<file path="src/hdl/tae_pkg.sv">
// Shared types and constants for the Thumb ALU execute block.
package tae_pkg;

	localparam int unsigned DATA_W  = 32;
	localparam int unsigned AMT_W   = 8;
	localparam int unsigned SHAMT_W = $clog2(DATA_W);

	localparam logic [AMT_W-1:0] SHIFT_FULL = AMT_W'(DATA_W);

	typedef enum logic [3:0] {
		OP_AND = 4'd0,
		OP_EOR = 4'd1,
		OP_LSL = 4'd2,
		OP_LSR = 4'd3,
		OP_ASR = 4'd4,
		OP_ADC = 4'd5,
		OP_SBC = 4'd6,
		OP_ROR = 4'd7,
		OP_TST = 4'd8,
		OP_NEG = 4'd9,
		OP_CMP = 4'd10,
		OP_CMN = 4'd11,
		OP_ORR = 4'd12,
		OP_MUL = 4'd13,
		OP_BIC = 4'd14,
		OP_MVN = 4'd15
	} tae_op_t;

	typedef enum logic [1:0] {
		SH_LSL = 2'd0,
		SH_LSR = 2'd1,
		SH_ASR = 2'd2,
		SH_ROR = 2'd3
	} tae_shift_t;

	typedef struct packed {
		tae_op_t           op;
		logic [DATA_W-1:0] rs_value;
		logic [DATA_W-1:0] rd_value;
		logic              carry_in;
		logic              overflow_in;
	} tae_cmd_t;

	typedef struct packed {
		logic [DATA_W-1:0] result;
		logic              write_back;
		logic              flag_n;
		logic              flag_z;
		logic              flag_c;
		logic              flag_v;
	} tae_rsp_t;

	typedef struct packed {
		logic [DATA_W-1:0] value;
		logic              carry;
	} tae_shift_res_t;

endpackage

</file>
<file path="src/hdl/tae_if.sv">
// Valid/ready channel interfaces for operations and results.
interface tae_cmd_if import tae_pkg::*; ();
	logic     valid;
	logic     ready;
	tae_cmd_t data;

	modport source (output valid, output data, input ready);
	modport sink (input valid, input data, output ready);
endinterface

interface tae_rsp_if import tae_pkg::*; ();
	logic     valid;
	logic     ready;
	tae_rsp_t data;

	modport source (output valid, output data, input ready);
	modport sink (input valid, input data, output ready);
endinterface

</file>
<file path="src/hdl/tae_shifter.sv">
// Barrel shifter for LSL, LSR, ASR and ROR with Thumb carry rules.
module tae_shifter import tae_pkg::*; (
	input  logic [DATA_W-1:0] rd,
	input  logic [AMT_W-1:0]  amt,
	input  tae_shift_t        kind,
	input  logic              carry_in,
	output tae_shift_res_t    res
);

	logic [DATA_W:0]     lsl_w;
	logic [DATA_W:0]     lsr_w;
	logic [DATA_W:0]     asr_w;
	logic [2*DATA_W-1:0] ror_w;
	logic                big;
	logic                exact;

	always_comb begin
		lsl_w = {1'b0, rd} << amt[SHAMT_W-1:0];
		lsr_w = {rd, 1'b0} >> amt[SHAMT_W-1:0];
		asr_w = $signed({rd, 1'b0}) >>> amt[SHAMT_W-1:0];
		ror_w = {rd, rd} >> amt[SHAMT_W-1:0];
		big   = |amt[AMT_W-1:SHAMT_W];
		exact = (amt == SHIFT_FULL);

		res.value = rd;
		res.carry = carry_in;
		if (amt != '0) begin
			unique case (kind)
				SH_LSL: begin
					if (!big) begin
						res.value = lsl_w[DATA_W-1:0];
						res.carry = lsl_w[DATA_W];
					end else begin
						res.value = '0;
						res.carry = exact & rd[0];
					end
				end
				SH_LSR: begin
					if (!big) begin
						res.value = lsr_w[DATA_W:1];
						res.carry = lsr_w[0];
					end else begin
						res.value = '0;
						res.carry = exact & rd[DATA_W-1];
					end
				end
				SH_ASR: begin
					if (!big) begin
						res.value = asr_w[DATA_W:1];
						res.carry = asr_w[0];
					end else begin
						res.value = {DATA_W{rd[DATA_W-1]}};
						res.carry = rd[DATA_W-1];
					end
				end
				SH_ROR: begin
					res.value = ror_w[DATA_W-1:0];
					res.carry = ror_w[DATA_W-1];
				end
				default: begin
					res.value = rd;
					res.carry = carry_in;
				end
			endcase
		end
	end

endmodule

</file>
<file path="src/hdl/thumb_alu_execute.sv">
// Thumb register ALU execute unit: input register, ALU, result register.
//
//   channel  dir  payload                                     handshake
//   cmd      in   op, rs_value, rd_value, carry_in,           valid/ready
//                 overflow_in
//   rsp      out  result, write_back, flag_n, flag_z,         valid/ready
//                 flag_c, flag_v
//
// One transaction per cycle sustained while rsp is not stalled; an accepted command
// passes through the input register and the result register before it is offered.
// The ALU between them has the 32x32 multiplier as its longest path.
// arst_n clears both valid bits; payload registers are not reset.
// A stalled result holds the result register, then the input register, then cmd.
module thumb_alu_execute import tae_pkg::*; (
	input  logic       clk,
	input  logic       arst_n,
	tae_cmd_if.sink    cmd,
	tae_rsp_if.source  rsp
);

	logic           valid_s1;
	tae_cmd_t       cmd_s1;
	logic           valid_s2;
	tae_rsp_t       rsp_s2;
	logic           adv_s2;
	logic           adv_s1;
	tae_shift_t     shift_kind;
	tae_shift_res_t shift_res;
	logic [DATA_W-1:0] add_a;
	logic [DATA_W-1:0] add_b;
	logic              add_cin;
	logic [DATA_W:0]   add_sum;
	logic              add_v;
	logic [DATA_W-1:0] prod;
	tae_rsp_t          rsp_d;

	assign adv_s2    = !valid_s2 || rsp.ready;
	assign adv_s1    = !valid_s1 || adv_s2;
	assign cmd.ready = adv_s1;
	assign rsp.valid = valid_s2;
	assign rsp.data  = rsp_s2;

	always_ff @(posedge clk or negedge arst_n) begin
		if (!arst_n) begin
			valid_s1 <= 1'b0;
			valid_s2 <= 1'b0;
		end else begin
			if (adv_s1) begin
				valid_s1 <= cmd.valid;
			end
			if (adv_s2) begin
				valid_s2 <= valid_s1;
			end
		end
	end

	always_ff @(posedge clk) begin
		if (cmd.valid && adv_s1) begin
			cmd_s1 <= cmd.data;
		end
		if (valid_s1 && adv_s2) begin
			rsp_s2 <= rsp_d;
		end
	end

	always_comb begin
		unique case (cmd_s1.op)
			OP_LSR:  shift_kind = SH_LSR;
			OP_ASR:  shift_kind = SH_ASR;
			OP_ROR:  shift_kind = SH_ROR;
			default: shift_kind = SH_LSL;
		endcase
	end

	tae_shifter u_shifter (
		.rd       (cmd_s1.rd_value),
		.amt      (cmd_s1.rs_value[AMT_W-1:0]),
		.kind     (shift_kind),
		.carry_in (cmd_s1.carry_in),
		.res      (shift_res)
	);

	always_comb begin
		unique case (cmd_s1.op)
			OP_ADC: begin
				add_a   = cmd_s1.rd_value;
				add_b   = cmd_s1.rs_value;
				add_cin = cmd_s1.carry_in;
			end
			OP_SBC: begin
				add_a   = cmd_s1.rd_value;
				add_b   = ~cmd_s1.rs_value;
				add_cin = cmd_s1.carry_in;
			end
			OP_NEG: begin
				add_a   = '0;
				add_b   = ~cmd_s1.rs_value;
				add_cin = 1'b1;
			end
			OP_CMP: begin
				add_a   = cmd_s1.rd_value;
				add_b   = ~cmd_s1.rs_value;
				add_cin = 1'b1;
			end
			default: begin
				add_a   = cmd_s1.rd_value;
				add_b   = cmd_s1.rs_value;
				add_cin = 1'b0;
			end
		endcase
		add_sum = {1'b0, add_a} + {1'b0, add_b} + (DATA_W+1)'(add_cin);
		add_v   = ~(add_a[DATA_W-1] ^ add_b[DATA_W-1])
			& (add_a[DATA_W-1] ^ add_sum[DATA_W-1]);
		prod    = cmd_s1.rd_value * cmd_s1.rs_value;
	end

	always_comb begin
		rsp_d.write_back = 1'b1;
		rsp_d.flag_c     = cmd_s1.carry_in;
		rsp_d.flag_v     = cmd_s1.overflow_in;
		unique case (cmd_s1.op)
			OP_AND: rsp_d.result = cmd_s1.rd_value & cmd_s1.rs_value;
			OP_EOR: rsp_d.result = cmd_s1.rd_value ^ cmd_s1.rs_value;
			OP_LSL, OP_LSR, OP_ASR, OP_ROR: begin
				rsp_d.result = shift_res.value;
				rsp_d.flag_c = shift_res.carry;
			end
			OP_ADC, OP_SBC, OP_NEG: begin
				rsp_d.result = add_sum[DATA_W-1:0];
				rsp_d.flag_c = add_sum[DATA_W];
				rsp_d.flag_v = add_v;
			end
			OP_CMP, OP_CMN: begin
				rsp_d.result     = add_sum[DATA_W-1:0];
				rsp_d.flag_c     = add_sum[DATA_W];
				rsp_d.flag_v     = add_v;
				rsp_d.write_back = 1'b0;
			end
			OP_TST: begin
				rsp_d.result     = cmd_s1.rd_value & cmd_s1.rs_value;
				rsp_d.write_back = 1'b0;
			end
			OP_ORR: rsp_d.result = cmd_s1.rd_value | cmd_s1.rs_value;
			OP_MUL: rsp_d.result = prod;
			OP_BIC: rsp_d.result = cmd_s1.rd_value & ~cmd_s1.rs_value;
			OP_MVN: rsp_d.result = ~cmd_s1.rs_value;
			default: rsp_d.result = ~cmd_s1.rs_value;
		endcase
		rsp_d.flag_n = rsp_d.result[DATA_W-1];
		rsp_d.flag_z = (rsp_d.result == '0);
	end

endmodule

</file>
<file path="src/flat_wrapper.sv">
// flat-port wrapper written by rule: the top's interface ports become plain ports
module thumb_alu_execute_flat import tae_pkg::*;
  (clk, arst_n, cmd_valid, cmd_data, cmd_ready, rsp_valid, rsp_data, rsp_ready);
  tae_cmd_if cmd_i ();
  tae_rsp_if rsp_i ();
  input  logic clk;
  input  logic arst_n;
  input wire logic [$bits(cmd_i.valid)-1:0] cmd_valid;
  input wire logic [$bits(cmd_i.data)-1:0] cmd_data;
  output wire logic [$bits(cmd_i.ready)-1:0] cmd_ready;
  output wire logic [$bits(rsp_i.valid)-1:0] rsp_valid;
  output wire logic [$bits(rsp_i.data)-1:0] rsp_data;
  input wire logic [$bits(rsp_i.ready)-1:0] rsp_ready;
  assign cmd_i.valid = cmd_valid;
  assign cmd_i.data = cmd_data;
  assign cmd_ready = cmd_i.ready;
  assign rsp_valid = rsp_i.valid;
  assign rsp_data = rsp_i.data;
  assign rsp_i.ready = rsp_ready;
  thumb_alu_execute u_core (.clk(clk), .arst_n(arst_n), .cmd(cmd_i), .rsp(rsp_i));
endmodule
</file>
<file path="config.mk">
export PLATFORM = sky130hd
export DESIGN_NAME = thumb_alu_execute_flat
export DESIGN_NICKNAME = d
export VERILOG_FILES = /design/src/hdl/tae_pkg.sv /design/src/hdl/tae_if.sv /design/src/hdl/tae_shifter.sv /design/src/hdl/thumb_alu_execute.sv /design/src/flat_wrapper.sv
export SDC_FILE = /design/constraint.sdc
export NUM_CORES = 2
export LEC_CHECK = 0
export ABC_AREA = 1
export BUFFER_PORTS_ARGS = -buffer_cell sky130_fd_sc_hd__buf_2
export CORE_UTILIZATION = 40
export CTS_BUF_LIST = sky130_fd_sc_hd__clkbuf_2
export CTS_CLUSTER_SIZE = 25
export DETAILED_ROUTE_END_ITERATION = 16
export PLACE_DENSITY = 0.68
export SLEW_MARGIN = 20
export SYNTH_ARGS = -nofsm -noshare
export SYNTH_HDL_FRONTEND = slang
export SYNTH_SLANG_ARGS = --single-unit
</file>
<file path="constraint.sdc">
create_clock -name clk -period 7.3 [get_ports clk]
set_input_delay 1.825 -clock clk [delete_from_list [all_inputs] [get_ports clk]]
set_output_delay 1.825 -clock clk [all_outputs]
set_load 0.01 [all_outputs]
</file>
Word-level counts from Yosys, hierarchy flattened
Index checks and enable logic that the tools add are counted.
Word-level totals
  bits in registers: 109
  latch bits: 0
  bits in writable memories: 0
  ROM bits: 0
  input port bits: 74
  word-level logic and storage cells: 81
  memories: 0
Cells by class
  add/sub/neg operators: 2
  $mul: 1
  div/mod/pow operators: 0
  order comparisons: 0
  equal/unequal tests: 19
  shift operators: 4
  mux-type cells: 13
  bitwise logic cells: 11
  reduce and logical (&&, ||, !) cells: 18
Operator list (number)
  $pmux W32 S8: 1
  $mux W33: 4
  $pmux W33 S4: 1
  $and A32 B32 Y32: 2
  $mux W32: 2
  $shr A64 B5 Y32: 1
  $add A32 B32 Y33: 1
  $add A33 B1 Y33: 1
  $shl A32 B5 Y33: 1
  $shr A33 B5 Y33: 1
  $sshr A33 B5 Y33: 1
  $eq A4 B4 Y1 const B: 8
  $logic_not A32 Y1: 1
  $mul A32 B32 Y32: 1
  $not A32 Y32: 1
  $or A32 B32 Y32: 1
  $xor A32 B32 Y32: 1
  $eq A4 B3 Y1 const B: 4
  $reduce_or A3 Y1: 3
  $eq A4 B2 Y1 const B: 2
  $eq A8 B6 Y1 const B: 1
  $reduce_bool A8 Y1: 1
  $pmux W2 S3: 1
  $reduce_or A2 Y1: 3
  other kinds (15): 24

Longest topological paths before layout
  word-level depth: 8
  depth in mapped cells: 38
  gate-level depth less buffers: 34

Cells and area by module
A second synthesis with hierarchy kept.
Unflattened totals
  cells, all modules: 4383
  area, all modules: 30088.9 µm²
Modules (own cells, without submodules)
  thumb_alu_execute: times used 1, cells each 3369, area an instance 25443.2 µm²
  tae_shifter: times used 1, cells each 1014, area an instance 4645.7 µm²

Worst setup path after synthesis
OpenSTA, ideal clock, no wires.
  path kind: register to register
  start: reg u_core.cmd_s1[37] (netlist bit)
  end: reg u_core.rsp_s2, in the netlist u_core.rsp.data[2] (data pin)
  library setup time: 0.150 ns
  data arrival time: 7.616 ns
  required time: 7.150 ns
  setup slack: -0.466 ns
  cell stages (with the launch flop): 37
  path buffers: 5
  clock period less this slack: 7.766 ns
  cell sequence: edfxtp_1 > buf_2 > buf_1 > clkbuf_1 > buf_1 > clkbuf_1 > nand2_1 > inv_1 > fa_1 > inv_1 > fa_1 > fa_1 > fa_1 > inv_1 > fa_1 > inv_1 > fa_1 > inv_1 > fa_1 > fa_1 > ha_1 > nand2_1 > inv_1 > nand2_1 > nor3_1 > o21ai_0 > nand3_1 > nand2_1 > nand3_1 > o21ai_0 > nor3_1 > nand3_1 > nor2_1 > nand2_1 > nor2_1 > nand2_1 > nor3_2
RTL lines
  from (decl): line thumb_alu_execute.sv:22  | tae_cmd_t cmd_s1;
  from (signal assigned): line thumb_alu_execute.sv:59  | cmd_s1 <= cmd.data;
  to (signal assigned): line thumb_alu_execute.sv:62  | rsp_s2 <= rsp_d;
  to (decl): line thumb_alu_execute.sv:24  | tae_rsp_t rsp_s2;

==> run summary <==
CRITICAL PATH
----------------------------------------------------------------------------------------------------
Dominant cell type by count on the critical path ...................................... sky130_fd_sc_hd__fa_1
Setup slack on the worst flop-to-flop path ............................................       -30 ps
Kind of start point of the critical path ..............................................    flip-flop
Crit-path max FO ......................................................................           12
Kind of end point of the critical path ................................................    flip-flop
Arrival time of the worst setup path ..................................................      8050 ps
Buf+Inv Stages, Crit Path .............................................................            7
Cell family with most CP delay ........................................................  adder cells
Critical-path cell with the highest stage delay ....................................... sky130_fd_sc_hd__fa_1
Worst Setup Path Type ................................................................. flip-flop to flip-flop
Largest incremental delay on the critical path ........................................       550 ps
Launch point of the worst reg-to-reg path ............................................. u_core.cmd_s1[18]$_DFFE_PP_
Critical register-to-register path endpoint ........................................... u_core.rsp.data[2]$_DFFE_PP_
Critical path required time ...........................................................      8020 ps
Worst reg-to-reg path cell count ......................................................           32

CTS
----------------------------------------------------------------------------------------------------
Clock-pin slew reported for the worst setup and hold paths after clock tree synthesis .       400 ps
CTS root buffer ....................................................................... sky130_fd_sc_hd__clkbuf_2
Clock latency reported for the late side of the worst-skew pair .......................       880 ps
Number of sinks on the clock net ......................................................          108
Clock buffer count from CTS ...........................................................            9
Htree depth ...........................................................................            3
Clock tree buffer depth ...............................................................            2
TritonCTS clock tree ..................................................................         done

HOLD PATH
----------------------------------------------------------------------------------------------------
Worst hold path startpoint ............................................................ u_core.valid_s1$_DFFE_PN0N_
Number of stages on the worst hold path ...............................................            2
Hold crit path type ................................................................... flip-flop to flip-flop
Worst Hold Endpoint ................................................................... u_core.rsp.valid$_DFFE_PN0P_

DRT
----------------------------------------------------------------------------------------------------
Number of DRC violations after detailed-routing iteration 0 ...........................         3365
Wire length on met1 ...................................................................     50400 µm
Wire length reported by the detailed router ...........................................    125000 µm
Top layer reached by signal wires .....................................................         met5
Met3 WL post-DR .......................................................................     10800 µm
First drt pass iteration count ........................................................            6
Via/cell ratio ........................................................................         5.36
Routed via count ......................................................................        31000
Drt drc ...............................................................................            0
Detailed route wirelength on metal2 ...................................................     56100 µm
Residual antenna-violating net count after detailed routing ...........................            0
Avg WL per Cell .......................................................................      21.6 µm

SYNTH
----------------------------------------------------------------------------------------------------
Number of flops mapped to enable cells by yosys .......................................          106
Netlist cell types ....................................................................           58
Total standard cell area after synthesis ..............................................    30800 µm²
Most instantiated library cell after synthesis ........................................ sky130_fd_sc_hd__nand2_1
Register bit count reported by yosys ..................................................          108
Cell count after synthesis ............................................................         4568
Predominant post-synthesis flop cell .................................................. sky130_fd_sc_hd__edfxtp_1
Yosys Warn Count ......................................................................            0
Area share of the leading cell type in the synthesized netlist ........................        26.7%
Ys async rst share ....................................................................        1.85%
Top post-synthesis cells by count ..................................................... sky130_fd_sc_hd__nand2_1, sky130_fd_sc_hd__inv_1, sky130_fd_sc_hd__nand3_1
Ranking of synthesized cells by area .................................................. sky130_fd_sc_hd__fa_1, sky130_fd_sc_hd__nand2_1, sky130_fd_sc_hd__inv_1
Average cell area after synthesis .....................................................     6.74 µm²
Cell taking the most area after synthesis ............................................. sky130_fd_sc_hd__fa_1
Share of synthesized area occupied by flip-flops and latches ..........................        10.5%
Net count after synthesis .............................................................         5255

FLOORPLAN
----------------------------------------------------------------------------------------------------
Boundary pin count ....................................................................          113
Die boundary height ...................................................................       279 µm
Initial Utilization ...................................................................        40.4%
Number of standard-cell rows in the floorplan .........................................          101
Core area .............................................................................    76100 µm²
X dimension of the die ................................................................       279 µm
Total Die Area ........................................................................    78000 µm²

TIMING
----------------------------------------------------------------------------------------------------
Total count of max-transition violations in the final report ..........................            0
Pin slew with the least headroom to its limit .........................................       989 ps
Shortest clock period the worst path allows after layout ..............................      7330 ps
Final setup slack of the worst path ...................................................     -30.0 ps
Final setup violating endpoints .......................................................            2
Number of endpoints with negative hold slack in the final report ......................            0
Setup skew after layout ...............................................................      65.7 ps
Period utilization ....................................................................         100%
Maximum clock frequency ...............................................................      136 MHz
RSZ-0062 raised after global routing ..................................................         true
Worst slew slack as a fraction of its limit ...........................................        34.0%

FINISH
----------------------------------------------------------------------------------------------------
Number of nets in the finished design .................................................         5438
Growth of design area from synthesis to finish ........................................        13.4%
Final design utilization ..............................................................        45.9%
Fraction of final layout cells with drive strength greater than 1 .....................        12.4%

PLACE
----------------------------------------------------------------------------------------------------
Final HPWL DP .........................................................................    103000 µm
Pre-CTS setup slack ...................................................................      -158 ps
Count of port buffers added during placement ..........................................          112
Routability congestion estimate .......................................................         1.03

RUN STATUS
----------------------------------------------------------------------------------------------------
Run status ............................................................................ finished, violations left
Violated checks ....................................................................... setup timing

FLOW RUN
----------------------------------------------------------------------------------------------------
Number of max-capacitance violations reported .........................................            0

GRT
----------------------------------------------------------------------------------------------------
Wire length of the first global-routing pass ..........................................    190000 µm
Initial antenna violation count .......................................................            8
Overflow after GRT ....................................................................            0
Total Routing Usage GR ................................................................        32.4%
Number of global-route vias before repair .............................................        31200
Largest net degree at the start of global routing .....................................           64

[area by class of cell]
| type | count | area [µm²] |
|---|---|---|
| diodes | 2 | 5.00 |
| clock inverters | 7 | 66.3 |
| well taps | 1030 | 1290 |
| flip-flops and latches | 108 | 3230 |
| repair buffers | 406 | 3190 |
| multi-input cells | 3236 | 23300 |
| clock buffers | 9 | 45.0 |
| inverters | 990 | 3720 |
| fillers | 7917 | 41200 |
[cell families (layout without fill, tap and decap cells)]
family	count (synthesis)	in the layout	share of synthesized area [%]
other cells	0	2	0
flops	108	108	10.5
mux	2	2	0.0651
compound gates	412	412	7.61
buf+inv	1224	1412	15.4
fa+ha+maj	613	613	34.9
simple gates	2135	2135	29.3
xor+xnor	74	74	2.11
[worst max path at each step]
stage | start | to | slack [ps] | cells past startpoint
4_1_cts | u_core.cmd_s1[36]$_DFFE_PP_ | u_core.rsp.data[2]$_DFFE_PP_ | -20 | 31
5_1_grt | u_core.cmd_s1[36]$_DFFE_PP_ | u_core.rsp.data[2]$_DFFE_PP_ | -330 | 29
6_report | u_core.cmd_s1[18]$_DFFE_PP_ | u_core.rsp.data[2]$_DFFE_PP_ | -30 | 32
2_1_floorplan | u_core.cmd_s1[36]$_DFFE_PP_ | u_core.rsp.data[2]$_DFFE_PP_ | 10 | 31
3_3_place_gp | u_core.cmd_s1[36]$_DFFE_PP_ | u_core.rsp.data[2]$_DFFE_PP_ | -160 | 28
3_5_place_dp | u_core.cmd_s1[36]$_DFFE_PP_ | u_core.rsp.data[2]$_DFFE_PP_ | -160 | 28
[metal layers]
layer  track usage [%]  vias up
li1                  -    14300
met1              42.1    14900
met2              51.7     1432
met3              5.35      335
met4              17.4       10
met5                 0        -
[what timing repair did]
action,CTS,global route
pin swaps,17,25
setup endpoints to repair,4,16
setup buffers,10,15
cloned,0,1
gates resized for setup,42,87
hold buffers,0,0
[stage by stage]
step	hold WS, ps	TNS, ps	std cells	cell area [µm²]
6_report	557	-34.4	5788	34900
5_1_grt	585	-1310	5788	34900
4_1_cts	563	-17.1	5770	34400
3_5_place_dp	505	-221	5744	34000
3_3_place_gp	494	-222	5744	34000
2_1_floorplan	447	0	4568	30800
[worst min-delay path, stage by stage, from the launching register on]
cell and delay (ps):
sky130_fd_sc_hd__dfrtp_1 420, sky130_fd_sc_hd__inv_1 70, sky130_fd_sc_hd__nand2_1 70
[registers in the layout, indices dropped and copies added (netlist names)]
signal	cells
u_core.cmd_s1	70
u_core.rsp.data	36
u_core.rsp.valid	1
u_core.valid_s1	1
[cells in the final DEF, fill, tap and decap left out, types with 106 or more instances in the layout]
cell and count:
sky130_fd_sc_hd__buf_4 259, sky130_fd_sc_hd__nor2_1 199, sky130_fd_sc_hd__fa_1 406, sky130_fd_sc_hd__inv_1 968
sky130_fd_sc_hd__edfxtp_1 106, sky130_fd_sc_hd__a21oi_1 122, sky130_fd_sc_hd__nand2_1 1293, sky130_fd_sc_hd__o21ai_0 116
sky130_fd_sc_hd__buf_2 112, sky130_fd_sc_hd__nand3_1 432, sky130_fd_sc_hd__ha_1 189
Power is left out: the tool's default activity adds up to more than one toggle a clock period on the data nets, which glitch-free logic cannot reach.
